<file path="src/tti_pkg.sv">
// types and constants shared by the thermistor table interpolator
`default_nettype none

package tti_pkg;

    localparam int ADC_W  = 12;
    localparam int TEMP_W = 15;
    localparam int SPAN_W = 8;
    localparam int RND_W  = 9;

    typedef logic [ADC_W-1:0]         t_adc;
    typedef logic signed [TEMP_W-1:0] t_temp;
    typedef logic [SPAN_W-1:0]        t_span;

    localparam int ROM_SIZE  = 34;
    localparam int TEMP_LOW  = -4000;
    localparam int TEMP_STEP = 500;
    localparam int TEMP_HIGH = TEMP_LOW + TEMP_STEP * (ROM_SIZE - 1);

    localparam t_adc ADC_POINTS [ROM_SIZE] = '{
        12'd156,  12'd211,  12'd279,  12'd363,  12'd464,  12'd585,  12'd724,
        12'd881,  12'd1055, 12'd1242, 12'd1439, 12'd1642, 12'd1847, 12'd2048,
        12'd2243, 12'd2428, 12'd2601, 12'd2762, 12'd2908, 12'd3040, 12'd3159,
        12'd3265, 12'd3359, 12'd3443, 12'd3516, 12'd3581, 12'd3638, 12'd3687,
        12'd3731, 12'd3770, 12'd3804, 12'd3834, 12'd3860, 12'd3884
    };

endpackage

`default_nettype wire

</file>
<file path="src/tti_if.sv">
// valid/ready channel interfaces for samples and temperatures
`default_nettype none

interface tti_sample_if;
    import tti_pkg::*;
    logic valid;
    logic ready;
    t_adc adc_sample;
    modport source(output valid, output adc_sample, input ready);
    modport sink(input valid, input adc_sample, output ready);
endinterface

interface tti_temp_if;
    import tti_pkg::*;
    logic  valid;
    logic  ready;
    t_temp temperature;
    modport source(output valid, output temperature, input ready);
    modport sink(input valid, input temperature, output ready);
endinterface

`default_nettype wire

</file>
<file path="src/thermistor_table_interpolator.sv">
// Thermistor ADC to temperature converter, 0.01 degC steps, piecewise linear over a fixed table.
// One sample is taken every clock cycle while the output is not stalled. It passes through an
// eight-stage pipeline: breakpoint compare, segment encode, table fetch, reciprocal multiply,
// check multiply, quotient correction, scaling with rounding, and the output register. A stall
// on the output only holds stages that are full, so empty stages keep taking new samples.
// Samples below the first breakpoint give -40.00 degC; samples at or above the last used
// breakpoint give that point's temperature. TABLE_POINTS selects how many of the 34 stored
// points are used, FRACTION_BITS the precision of the interpolation fraction.
`default_nettype none

module thermistor_table_interpolator #(
    parameter int TABLE_POINTS  = 34,
    parameter int FRACTION_BITS = 24
) (
    input  wire           i_clk,
    input  wire           i_rst_n,
    tti_sample_if.sink    i_sample,
    tti_temp_if.source    o_temp
);
    import tti_pkg::*;

    localparam int NP = (TABLE_POINTS > ROM_SIZE) ? ROM_SIZE : TABLE_POINTS;
    localparam int IW = (NP > 1) ? $clog2(NP) : 1;
    localparam int F  = FRACTION_BITS;
    localparam int RW = F + SPAN_W;
    localparam int PW = RW + SPAN_W;
    localparam int QW = F + 2;
    localparam int CW = QW + SPAN_W;
    localparam int FW = F + 1;
    localparam int MW = F + 10;
    localparam int NS = 8;
    localparam logic [MW-1:0] HALF = MW'(1) << (F - 1);

    // constant segment tables
    t_adc          w_bp    [NP];
    t_span         w_span  [NP];
    logic [RW-1:0] w_recip [NP];
    t_temp         w_tpt   [NP];

    for (genvar g = 0; g < NP; g++) begin : g_tab
        localparam int GP = (g == 0) ? 0 : g - 1;
        localparam longint SPAN = (g == 0) ? 1 :
            longint'(ADC_POINTS[g]) - longint'(ADC_POINTS[GP]);
        localparam longint RCP = ((64'sd1 <<< (F + SPAN_W)) + SPAN - 1) / SPAN;
        assign w_bp[g]    = ADC_POINTS[g];
        assign w_span[g]  = SPAN_W'(SPAN);
        assign w_recip[g] = RW'(RCP);
        assign w_tpt[g]   = TEMP_W'(TEMP_LOW + TEMP_STEP * g);
    end

    // pipeline control
    logic [NS-1:0] r_vld;
    logic [NS-1:0] w_en;

    always_comb begin
        w_en[NS-1] = !r_vld[NS-1] || o_temp.ready;
        for (int k = NS - 2; k >= 0; k--) begin
            w_en[k] = !r_vld[k] || w_en[k+1];
        end
    end

    assign i_sample.ready = w_en[0];

    // stage registers
    t_adc          r1_smp;
    logic [NP-1:0] r1_ge;
    t_adc          r2_smp;
    logic [IW-1:0] r2_idx;
    logic          r2_sat;
    logic [IW-1:0] r3_idx, r4_idx, r5_idx, r6_idx, r7_idx;
    logic          r3_sat, r4_sat, r5_sat, r6_sat, r7_sat;
    t_span         r3_dist, r4_dist, r5_dist;
    t_span         r3_span, r4_span;
    logic [RW-1:0] r3_recip;
    logic [QW-1:0] r4_q0, r5_q0;
    logic [CW-1:0] r5_chk;
    logic [FW-1:0] r6_frac;
    logic [RND_W-1:0] r7_rnd;
    t_temp         r_temp;

    logic [NP-1:0]    n_ge;
    logic [IW-1:0]    n_idx;
    logic             n_sat;
    logic [PW-1:0]    n_prod;
    logic [CW-1:0]    n_chk;
    logic [CW-1:0]    n_num;
    logic [FW-1:0]    n_frac;
    logic [MW-1:0]    n_scaled;
    t_temp            n_temp;

    always_comb begin
        for (int k = 0; k < NP; k++) begin
            n_ge[k] = (i_sample.adc_sample >= w_bp[k]);
        end
    end

    always_comb begin
        n_idx = IW'(NP - 1);
        for (int k = NP - 1; k >= 1; k--) begin
            if (!r1_ge[k]) begin
                n_idx = IW'(k);
            end
        end
        n_sat = !r1_ge[0] || r1_ge[NP-1];
        if (!r1_ge[0]) begin
            n_idx = '0;
        end
    end

    assign n_prod   = PW'(r3_dist) * PW'(r3_recip);
    assign n_chk    = CW'(r4_q0) * CW'(r4_span);
    assign n_num    = CW'({r5_dist, F'(0)});
    assign n_frac   = (r5_chk > n_num) ? FW'(r5_q0 - QW'(1)) : FW'(r5_q0);
    assign n_scaled = MW'(r6_frac) * MW'(TEMP_STEP) + HALF;
    assign n_temp   = r7_sat ? w_tpt[r7_idx]
                             : w_tpt[r7_idx] - $signed(TEMP_W'(r7_rnd));

    always_ff @(posedge i_clk) begin
        if (!i_rst_n) begin
            r_vld <= '0;
        end else begin
            for (int k = 0; k < NS; k++) begin
                if (w_en[k]) begin
                    r_vld[k] <= (k == 0) ? i_sample.valid : r_vld[(k == 0) ? 0 : k - 1];
                end
            end
        end
    end

    always_ff @(posedge i_clk) begin
        if (w_en[0]) begin
            r1_smp <= i_sample.adc_sample;
            r1_ge  <= n_ge;
        end
        if (w_en[1]) begin
            r2_smp <= r1_smp;
            r2_idx <= n_idx;
            r2_sat <= n_sat;
        end
        if (w_en[2]) begin
            r3_idx   <= r2_idx;
            r3_sat   <= r2_sat;
            r3_dist  <= SPAN_W'(w_bp[r2_idx] - r2_smp);
            r3_span  <= w_span[r2_idx];
            r3_recip <= w_recip[r2_idx];
        end
        if (w_en[3]) begin
            r4_idx  <= r3_idx;
            r4_sat  <= r3_sat;
            r4_dist <= r3_dist;
            r4_span <= r3_span;
            r4_q0   <= n_prod[SPAN_W +: QW];
        end
        if (w_en[4]) begin
            r5_idx  <= r4_idx;
            r5_sat  <= r4_sat;
            r5_dist <= r4_dist;
            r5_q0   <= r4_q0;
            r5_chk  <= n_chk;
        end
        if (w_en[5]) begin
            r6_idx  <= r5_idx;
            r6_sat  <= r5_sat;
            r6_frac <= n_frac;
        end
        if (w_en[6]) begin
            r7_idx <= r6_idx;
            r7_sat <= r6_sat;
            r7_rnd <= n_scaled[F +: RND_W];
        end
        if (w_en[7]) begin
            r_temp <= n_temp;
        end
    end

    assign o_temp.valid       = r_vld[NS-1];
    assign o_temp.temperature = r_temp;

    // checks
    a_temp_range: assert property (@(posedge i_clk) disable iff (!i_rst_n)
        o_temp.valid |-> ($signed(o_temp.temperature) >= $signed(TEMP_W'(TEMP_LOW))
                       && $signed(o_temp.temperature) <= $signed(TEMP_W'(TEMP_HIGH))))
        else $error("temperature out of range");

    a_seg_index: assert property (@(posedge i_clk) disable iff (!i_rst_n)
        (r_vld[2] && !r3_sat) |-> (r3_idx != '0 && r3_dist != '0 && r3_dist <= r3_span))
        else $error("bad segment selected");

    a_frac_bound: assert property (@(posedge i_clk) disable iff (!i_rst_n)
        (r_vld[5] && !r6_sat) |-> (r6_frac <= (FW'(1) << F)))
        else $error("interpolation fraction above one");

    a_rnd_bound: assert property (@(posedge i_clk) disable iff (!i_rst_n)
        (r_vld[6] && !r7_sat) |-> (r7_rnd <= RND_W'(TEMP_STEP)))
        else $error("interpolated step above one table step");

endmodule

`default_nettype wire
</file>
<file path="src/flat_wrapper.sv">
// flat-port wrapper written by rule: the top's interface ports become plain ports
module thermistor_table_interpolator_flat import tti_pkg::*;
#(
    parameter int TABLE_POINTS  = 34,
    parameter int FRACTION_BITS = 24
)
  (i_clk, i_rst_n, i_sample_valid, i_sample_adc_sample, i_sample_ready, o_temp_valid, o_temp_temperature, o_temp_ready);
  tti_sample_if i_sample_i ();
  tti_temp_if o_temp_i ();
  input  wire i_clk;
  input  wire i_rst_n;
  input wire logic [$bits(i_sample_i.valid)-1:0] i_sample_valid;
  input wire logic [$bits(i_sample_i.adc_sample)-1:0] i_sample_adc_sample;
  output wire logic [$bits(i_sample_i.ready)-1:0] i_sample_ready;
  output wire logic [$bits(o_temp_i.valid)-1:0] o_temp_valid;
  output wire logic [$bits(o_temp_i.temperature)-1:0] o_temp_temperature;
  input wire logic [$bits(o_temp_i.ready)-1:0] o_temp_ready;
  assign i_sample_i.valid = i_sample_valid;
  assign i_sample_i.adc_sample = i_sample_adc_sample;
  assign i_sample_ready = i_sample_i.ready;
  assign o_temp_valid = o_temp_i.valid;
  assign o_temp_temperature = o_temp_i.temperature;
  assign o_temp_i.ready = o_temp_ready;
  thermistor_table_interpolator #(.TABLE_POINTS(TABLE_POINTS), .FRACTION_BITS(FRACTION_BITS)) u_core (.i_clk(i_clk), .i_rst_n(i_rst_n), .i_sample(i_sample_i), .o_temp(o_temp_i));
endmodule
</file>
<file path="config.mk">
export PLATFORM = sky130hd
export DESIGN_NAME = thermistor_table_interpolator_flat
export DESIGN_NICKNAME = d
export VERILOG_FILES = /design/src/tti_pkg.sv /design/src/tti_if.sv /design/src/thermistor_table_interpolator.sv /design/src/flat_wrapper.sv
export SDC_FILE = /design/constraint.sdc
export NUM_CORES = 2
export LEC_CHECK = 0
export BUFFER_PORTS_ARGS = -buffer_cell sky130_fd_sc_hd__buf_2
export CORE_ASPECT_RATIO = 0.9
export CORE_UTILIZATION = 66
export DETAILED_ROUTE_END_ITERATION = 6
export PLACE_DENSITY = 0.83
export SKIP_CTS_REPAIR_TIMING = 1
export SLEW_MARGIN = 10
export SYNTH_ARGS = -nofsm -noshare
export SYNTH_HDL_FRONTEND = slang
export SYNTH_SLANG_ARGS = --single-unit
</file>
<file path="constraint.sdc">
create_clock -name i_clk -period 6.8 [get_ports i_clk]
set_input_delay 0.68 -clock i_clk [delete_from_list [all_inputs] [get_ports i_clk]]
set_output_delay 0.68 -clock i_clk [all_outputs]
set_load 0.05 [all_outputs]
</file>
Word level (Yosys, flattened, before mapping):

Memories as Yosys holds them, arrays and structs flattened. A register that Yosys moved wholly into a read port is not among the register bits.
Cells that the tools add are included.

* register bits after elaboration: 266
* bits in read-only memories: 4288
* output and inout port bits: 17
* word-level logic and storage cells: 149
* memories: 4

* add/sub/neg operators: 4
* multipliers: 3
* magnitude comparators: 37
* mux-type cells: 38
* bitwise operators: 2
* reduce and logical (&&, ||, !) cells: 23

Memories
* (no name shown): words 64, width 32, read ports 1, clocked after memory_dff 1, write ports 0, line thermistor_table_interpolator.sv:145 `r3_recip <= w_recip[r2_idx];`
* (no name shown): words 64, width 15, read ports 1, clocked after memory_dff 0, write ports 0, line thermistor_table_interpolator.sv:115 `assign n_temp = r7_sat ? w_tpt[r7_idx]`
* (no name shown): words 64, width 12, read ports 1, clocked after memory_dff 0, write ports 0, line thermistor_table_interpolator.sv:143 `r3_dist <= SPAN_W'(w_bp[r2_idx] - r2_smp);`
* (no name shown): words 64, width 8, read ports 1, clocked after memory_dff 1, write ports 0, line thermistor_table_interpolator.sv:144 `r3_span <= w_span[r2_idx];`

Operators by type and width (number)
* >= comparator 12 bit (second input constant): 21
* two-way mux 5 bit: 16
* >= comparator 12 x 11 -> 1 bit (second input constant): 5
* two-way mux 15 bit: 3
* >= comparator 12 x 10 -> 1 bit (second input constant): 3
* >= comparator 12 x 9 -> 1 bit (second input constant): 3
* > comparator 34 x 32 -> 1 bit: 1
* multiplier 26 x 8 -> 34 bit: 1
* multiplier 8 x 32 -> 34 bit: 1
* adder 33 x 24 -> 33 bit (second input constant): 1
* two-way mux 4 bit: 8
* AND reduction 32 bit: 1
* multiplier 25 x 7 -> 31 bit (second input constant): 1
* two-way mux 25 bit: 1
* subtractor 25 x 1 -> 25 bit (second input constant): 1
* >= comparator 12 x 8 -> 1 bit (second input constant): 2
* two-way mux 8 bit: 2
* AND reduction 16 bit: 1
* subtractor 15 x 10 -> 15 bit: 1
* >= comparator 7 bit (second input constant): 2
* NOT 6 -> 7 bit: 2
* two-way mux 3 bit: 4
* logical NOT 1 bit: 9
* logical OR 1 bit: 9
* other kinds (6): 8

Longest topological paths before layout:

* depth after elaboration: 32
* gate-level depth with buffers: 21
* gate-level depth less buffers: 20

Worst setup path before layout:

No wires, ideal clock.

* kind: reg-to-reg
* start point: register u_core.r4_span[7]
* end point: register u_core.r5_chk[32], data pin
* library setup time: 0.264 ns
* arrival: 5.162 ns
* path slack: 1.374 ns
* stages on the path, launching flop included: 19
* path buffers: 2
* period minus slack after synthesis: 5.426 ns
* cell sequence: edfxtp_1 > clkbuf_1 > clkbuf_1 > nand2_1 > fa_1 > inv_1 > fa_1 > fa_1 > fa_1 > ha_1 > a21o_1 > a21o_1 > a21oi_1 > nor3b_2 > o31a_1 > o21ai_1 > a2111o_1 > a221oi_1 > xnor2_1

* longest elaborated chain between the ends: 1

Ends and longest elaborated chain
* start, declared: line thermistor_table_interpolator.sv:73 `t_span r3_span, r4_span;`
* start signal, assigned: line thermistor_table_interpolator.sv:151 `r4_span <= r3_span;`
* multiplier 26 x 8 -> 34 bit: line thermistor_table_interpolator.sv:111 `assign n_chk = CW'(r4_q0) * CW'(r4_span);`
* net u_core.n_chk[32]: line thermistor_table_interpolator.sv:85 `logic [CW-1:0] n_chk;`
* end signal, assigned: line thermistor_table_interpolator.sv:159 `r5_chk <= n_chk;`
* end, declared: line thermistor_table_interpolator.sv:76 `logic [CW-1:0] r5_chk;`

The timed path passes the listed nets, and every way through them passes these cells.
A chain may end at the register's enable or synchronous reset.

Final worst setup path:

* start point: register u_core.r4_span[2]
* end point: register u_core.r5_chk[32], data pin

Same word-level chain as after synthesis.

==> summary.txt <==
Outcome
  • Status: finished, final reports clean

Synthesis
  • Number of synthesized flops with an enable pin: 294
  • Post-synth top area share: between 20% and 30%
  • Syn Std Cell Area: 29800 sq um
  • Post-Synthesis Cells: 2917
  • Distinct cells, synth: 77
  • Main flop type after synthesis: edfxtp_1
  • Syn Nets: 3527
  • Largest area contributor in the netlist: edfxtp_1
  • Avg Synthesized Cell Area: ~10 sq um
  • Synth Register Bits: roughly 300
  • Largest cells by area after synthesis: edfxtp_1, fa_1, ha_1
  • Sequential fraction of the synthesis area: 30.2%
  • Synth async-reset ratio: 0%
  • Ys Warns: 0

Place
  • DP HPWL: between 50 and 60 mm
  • Dpl cells: around 3500
  • Routability Congestion: roughly 0.95
  • Port Buffers: 32

Layout
  • Layout Nets: between 3000 and 4000
  • N_diodes: 0
  • Multi-input logic area: 18800 sq um
  • Layout cell share with drive strength beyond 1: ~5.1%
  • Area grow syn2layout: 6.75%
  • Fin cells: around 3500
  • Commonest cells after routing, fill and taps aside: inv_1, fa_1, nand2_1, edfxtp_1, ha_1
  • # fillers: 3084
  • Register area: 8990 sq um
  • Most common library cell in the layout ignoring fill and taps: inv_1

Floorplan
  • I/O pin count: 33
  • Starting Density: 67.2%
  • Die Ht: approximately 200 microns
  • Core Rows: 73
  • Die width: between 200 and 250 microns
  • Core area: ~44000 sq um
  • Die area: ~46000 sq um

Worst setup path
  • CP max-delay cell: edfxtp_1
  • Worst EP arrival: slightly above 6 ns
  • CP startpoint kind: flip-flop
  • Worst-path fanout max: 26
  • Worst path bufs/invs: 0
  • CP endpoint kind: flip-flop
  • Required @ worst endpoint: roughly 7.1 ns
  • CP Class: reg -> reg
  • CP dominant cell by count: fa_1
  • Worst path max stage delay: slightly above 0.9 ns
  • Crit-path leading delay family: adder cells
  • Crit path cell chain: and2_1 > fa_1 > fa_1 > fa_1 > fa_1 > ha_1 > a21o_1 > a21o_1 > a21oi_1 > nor3b_2 > o31a_1 > o21ai_1 > a2111o_1 > a221oi_1 > xnor2_1

STA
  • Fmax: approximately 0.17 GHz
  • Final setup violation count: 0
  • Worst-Margin Slew: between 1 and 1.5 ns
  • Final slew viol count: 0
  • Tmin final: just under 6 ns
  • RSZ-0062 raised after global routing: false
  • Crit share post-route: between 80% and 90%
  • Rel. slew slack: 23.9%
  • Worst Clk Skew: 0.0242 ns
  • Setup tns final: 0 ns
  • Final hold viol count: 0

Clocking
  • H-tree Lvls: 2
  • CTS root buffer: clkbuf_16
  • Reg clk slew, reported paths: 0.06 ns
  • Clk sinks: slightly above 300
  • TritonCTS clock tree: done
  • TritonCTS Buffers: 34
  • Max Root-Sink Buffers: 3
  • Skew-Pair Late Insertion Delay: 0.58 ns

Drt
  • WL per Instance: 19.7 microns
  • WL final: around 70 mm
  • Initial DRT Pass Iterations: 6
  • Antenna Nets Post-Route: 0
  • Vias post-DR: 21353
  • Vias/cell: approximately 6.0
  • DR DRC count: 0
  • Drt initial violations: 1851

Global routing
  • Antenna violations before repair: 0
  • Largest net degree at the start of global routing: between 70 and 80
  • GRT overflow: 0
  • First-pass GRT wire length: between 100 and 150 mm
  • GRT Util Overall: roughly a third
  • Number of global-route vias before repair: approximately 23000

Hold path
  • HP Class: in -> reg

Run
  • Max_cap viols: 0
==> cells in the mapped netlist (4+ instances only) <==
| library cell | instances |
|---|---|
| o21bai_1 | 4 |
| xor2_1 | 43 |
| mux2i_1 | 4 |
| or3_1 | 4 |
| nand4_1 | 17 |
| a21o_1 | 30 |
| or4_1 | 4 |
| fa_1 | 388 |
| clkbuf_1 | 94 |
| a311oi_1 | 4 |
| nand3_1 | 32 |
| inv_1 | 421 |
| o31ai_1 | 16 |
| a21boi_0 | 12 |
| nor3_1 | 41 |
| nor2_1 | 145 |
| a31oi_1 | 13 |
| mux2_2 | 4 |
| a211oi_1 | 31 |
| xnor2_1 | 72 |
| nand2b_1 | 17 |
| nor2b_1 | 29 |
| a21oi_1 | 151 |
| nand3b_1 | 6 |
| ha_1 | 206 |
| o31a_1 | 4 |
| dfxtp_1 | 8 |
| nand2_1 | 377 |
| edfxtp_1 | 294 |
| a31o_2 | 6 |
| nor4_1 | 10 |
| and2_1 | 188 |
| o21a_1 | 34 |
| o211ai_1 | 12 |
| and3_1 | 8 |
| nand4b_1 | 5 |
| a2111oi_0 | 7 |
| buf_1 | 9 |
| o21ai_0 | 97 |
==> cells by family (layout without fill, tap and decap cells) <==
| family | after synthesis | in the layout | share of synthesized area (%) |
|---|---|---|---|
| AND/OR/NAND/NOR | 904 | 904 | 14.6 |
| buffers and inverters | 528 | 544 | 6.67 |
| XOR/XNOR | 115 | 115 | 3.38 |
| multiplexers | 9 | 9 | 0.361 |
| AO/OA/AOI/OAI | 465 | 465 | 9.99 |
| flip-flops | 302 | 302 | 30.2 |
| adder cells (fa/ha/maj) | 594 | 594 | 34.8 |
==> path summary, 6_finish.rpt <==
path              depth (start not counted)           endpoint               from  slack (ns)
hold / removal                            3    u_core.r_vld[0]     i_sample_valid        0.35
hold reg to reg                           0      u_core.r7_sat      u_core.r6_sat        0.41
setup / recovery                         15  u_core.r5_chk[32]  u_core.r4_span[2]        0.96
setup reg to reg                         15  u_core.r5_chk[32]  u_core.r4_span[2]        0.96
==> worst register-to-register path, stage by stage, from the launching register on <==
cell      delay [ns]
edfxtp_1        0.93
and2_1          0.26
fa_1            0.43
fa_1            0.47
fa_1            0.52
fa_1            0.49
ha_1            0.39
a21o_1          0.20
a21o_1          0.19
a21oi_1         0.23
nor3b_2         0.30
o31a_1          0.21
o21ai_1         0.09
a2111o_1        0.43
a221oi_1        0.33
xnor2_1         0.12
==> per-stage QoR <==
step	area (sq um)	worst slack, ns	hold WS, ns	util [%]
final	31800	0.962	0.347	71.7
after global routing	31800	0.678	0.346	71.7
after CTS	31800	1.02	0.324	71.7
after detailed placement	30500	1.08	0.405	68.9
after global placement	30500	1.19	0.400	68.9
after floorplan	29800	1.37	0.400	-
==> registers in the layout, summed over array words and instances (netlist names), 9 cells and up <==
register and cells:
u_core.r7_rnd 9, u_core.r1_ge 34, u_core.o_temp.temperature 15, u_core.r3_recip 28
u_core.r6_frac 25, u_core.r5_chk 34, u_core.r4_q0 26, u_core.r5_q0 25
==> layout make-up <==
class / count / area share (%)
multi-input cells: 2087 / 59.2
flip-flops and latches: 302 / 28.3
inverters: 423 / 5.00
clock buffers: 42 / 3.04
well taps: 600 / 2.36
repair buffers: 61 / 1.19
clock inverters: 18 / 0.953
==> routing by layer <==
metal | vias to the layer above | track usage [%] | share of wire (%)
met1 | 10642 | 41.6 | 40
met4 | 0 | 13.0 | 3.9
met3 | 189 | 4.18 | 6.7
li1 | 9626 | - | -
met5 | - | 0 | 0
met2 | 896 | 54.5 | 49
Power is not shown: default switching activity piles up to over one toggle a cycle in this logic, so the estimate is an artifact.
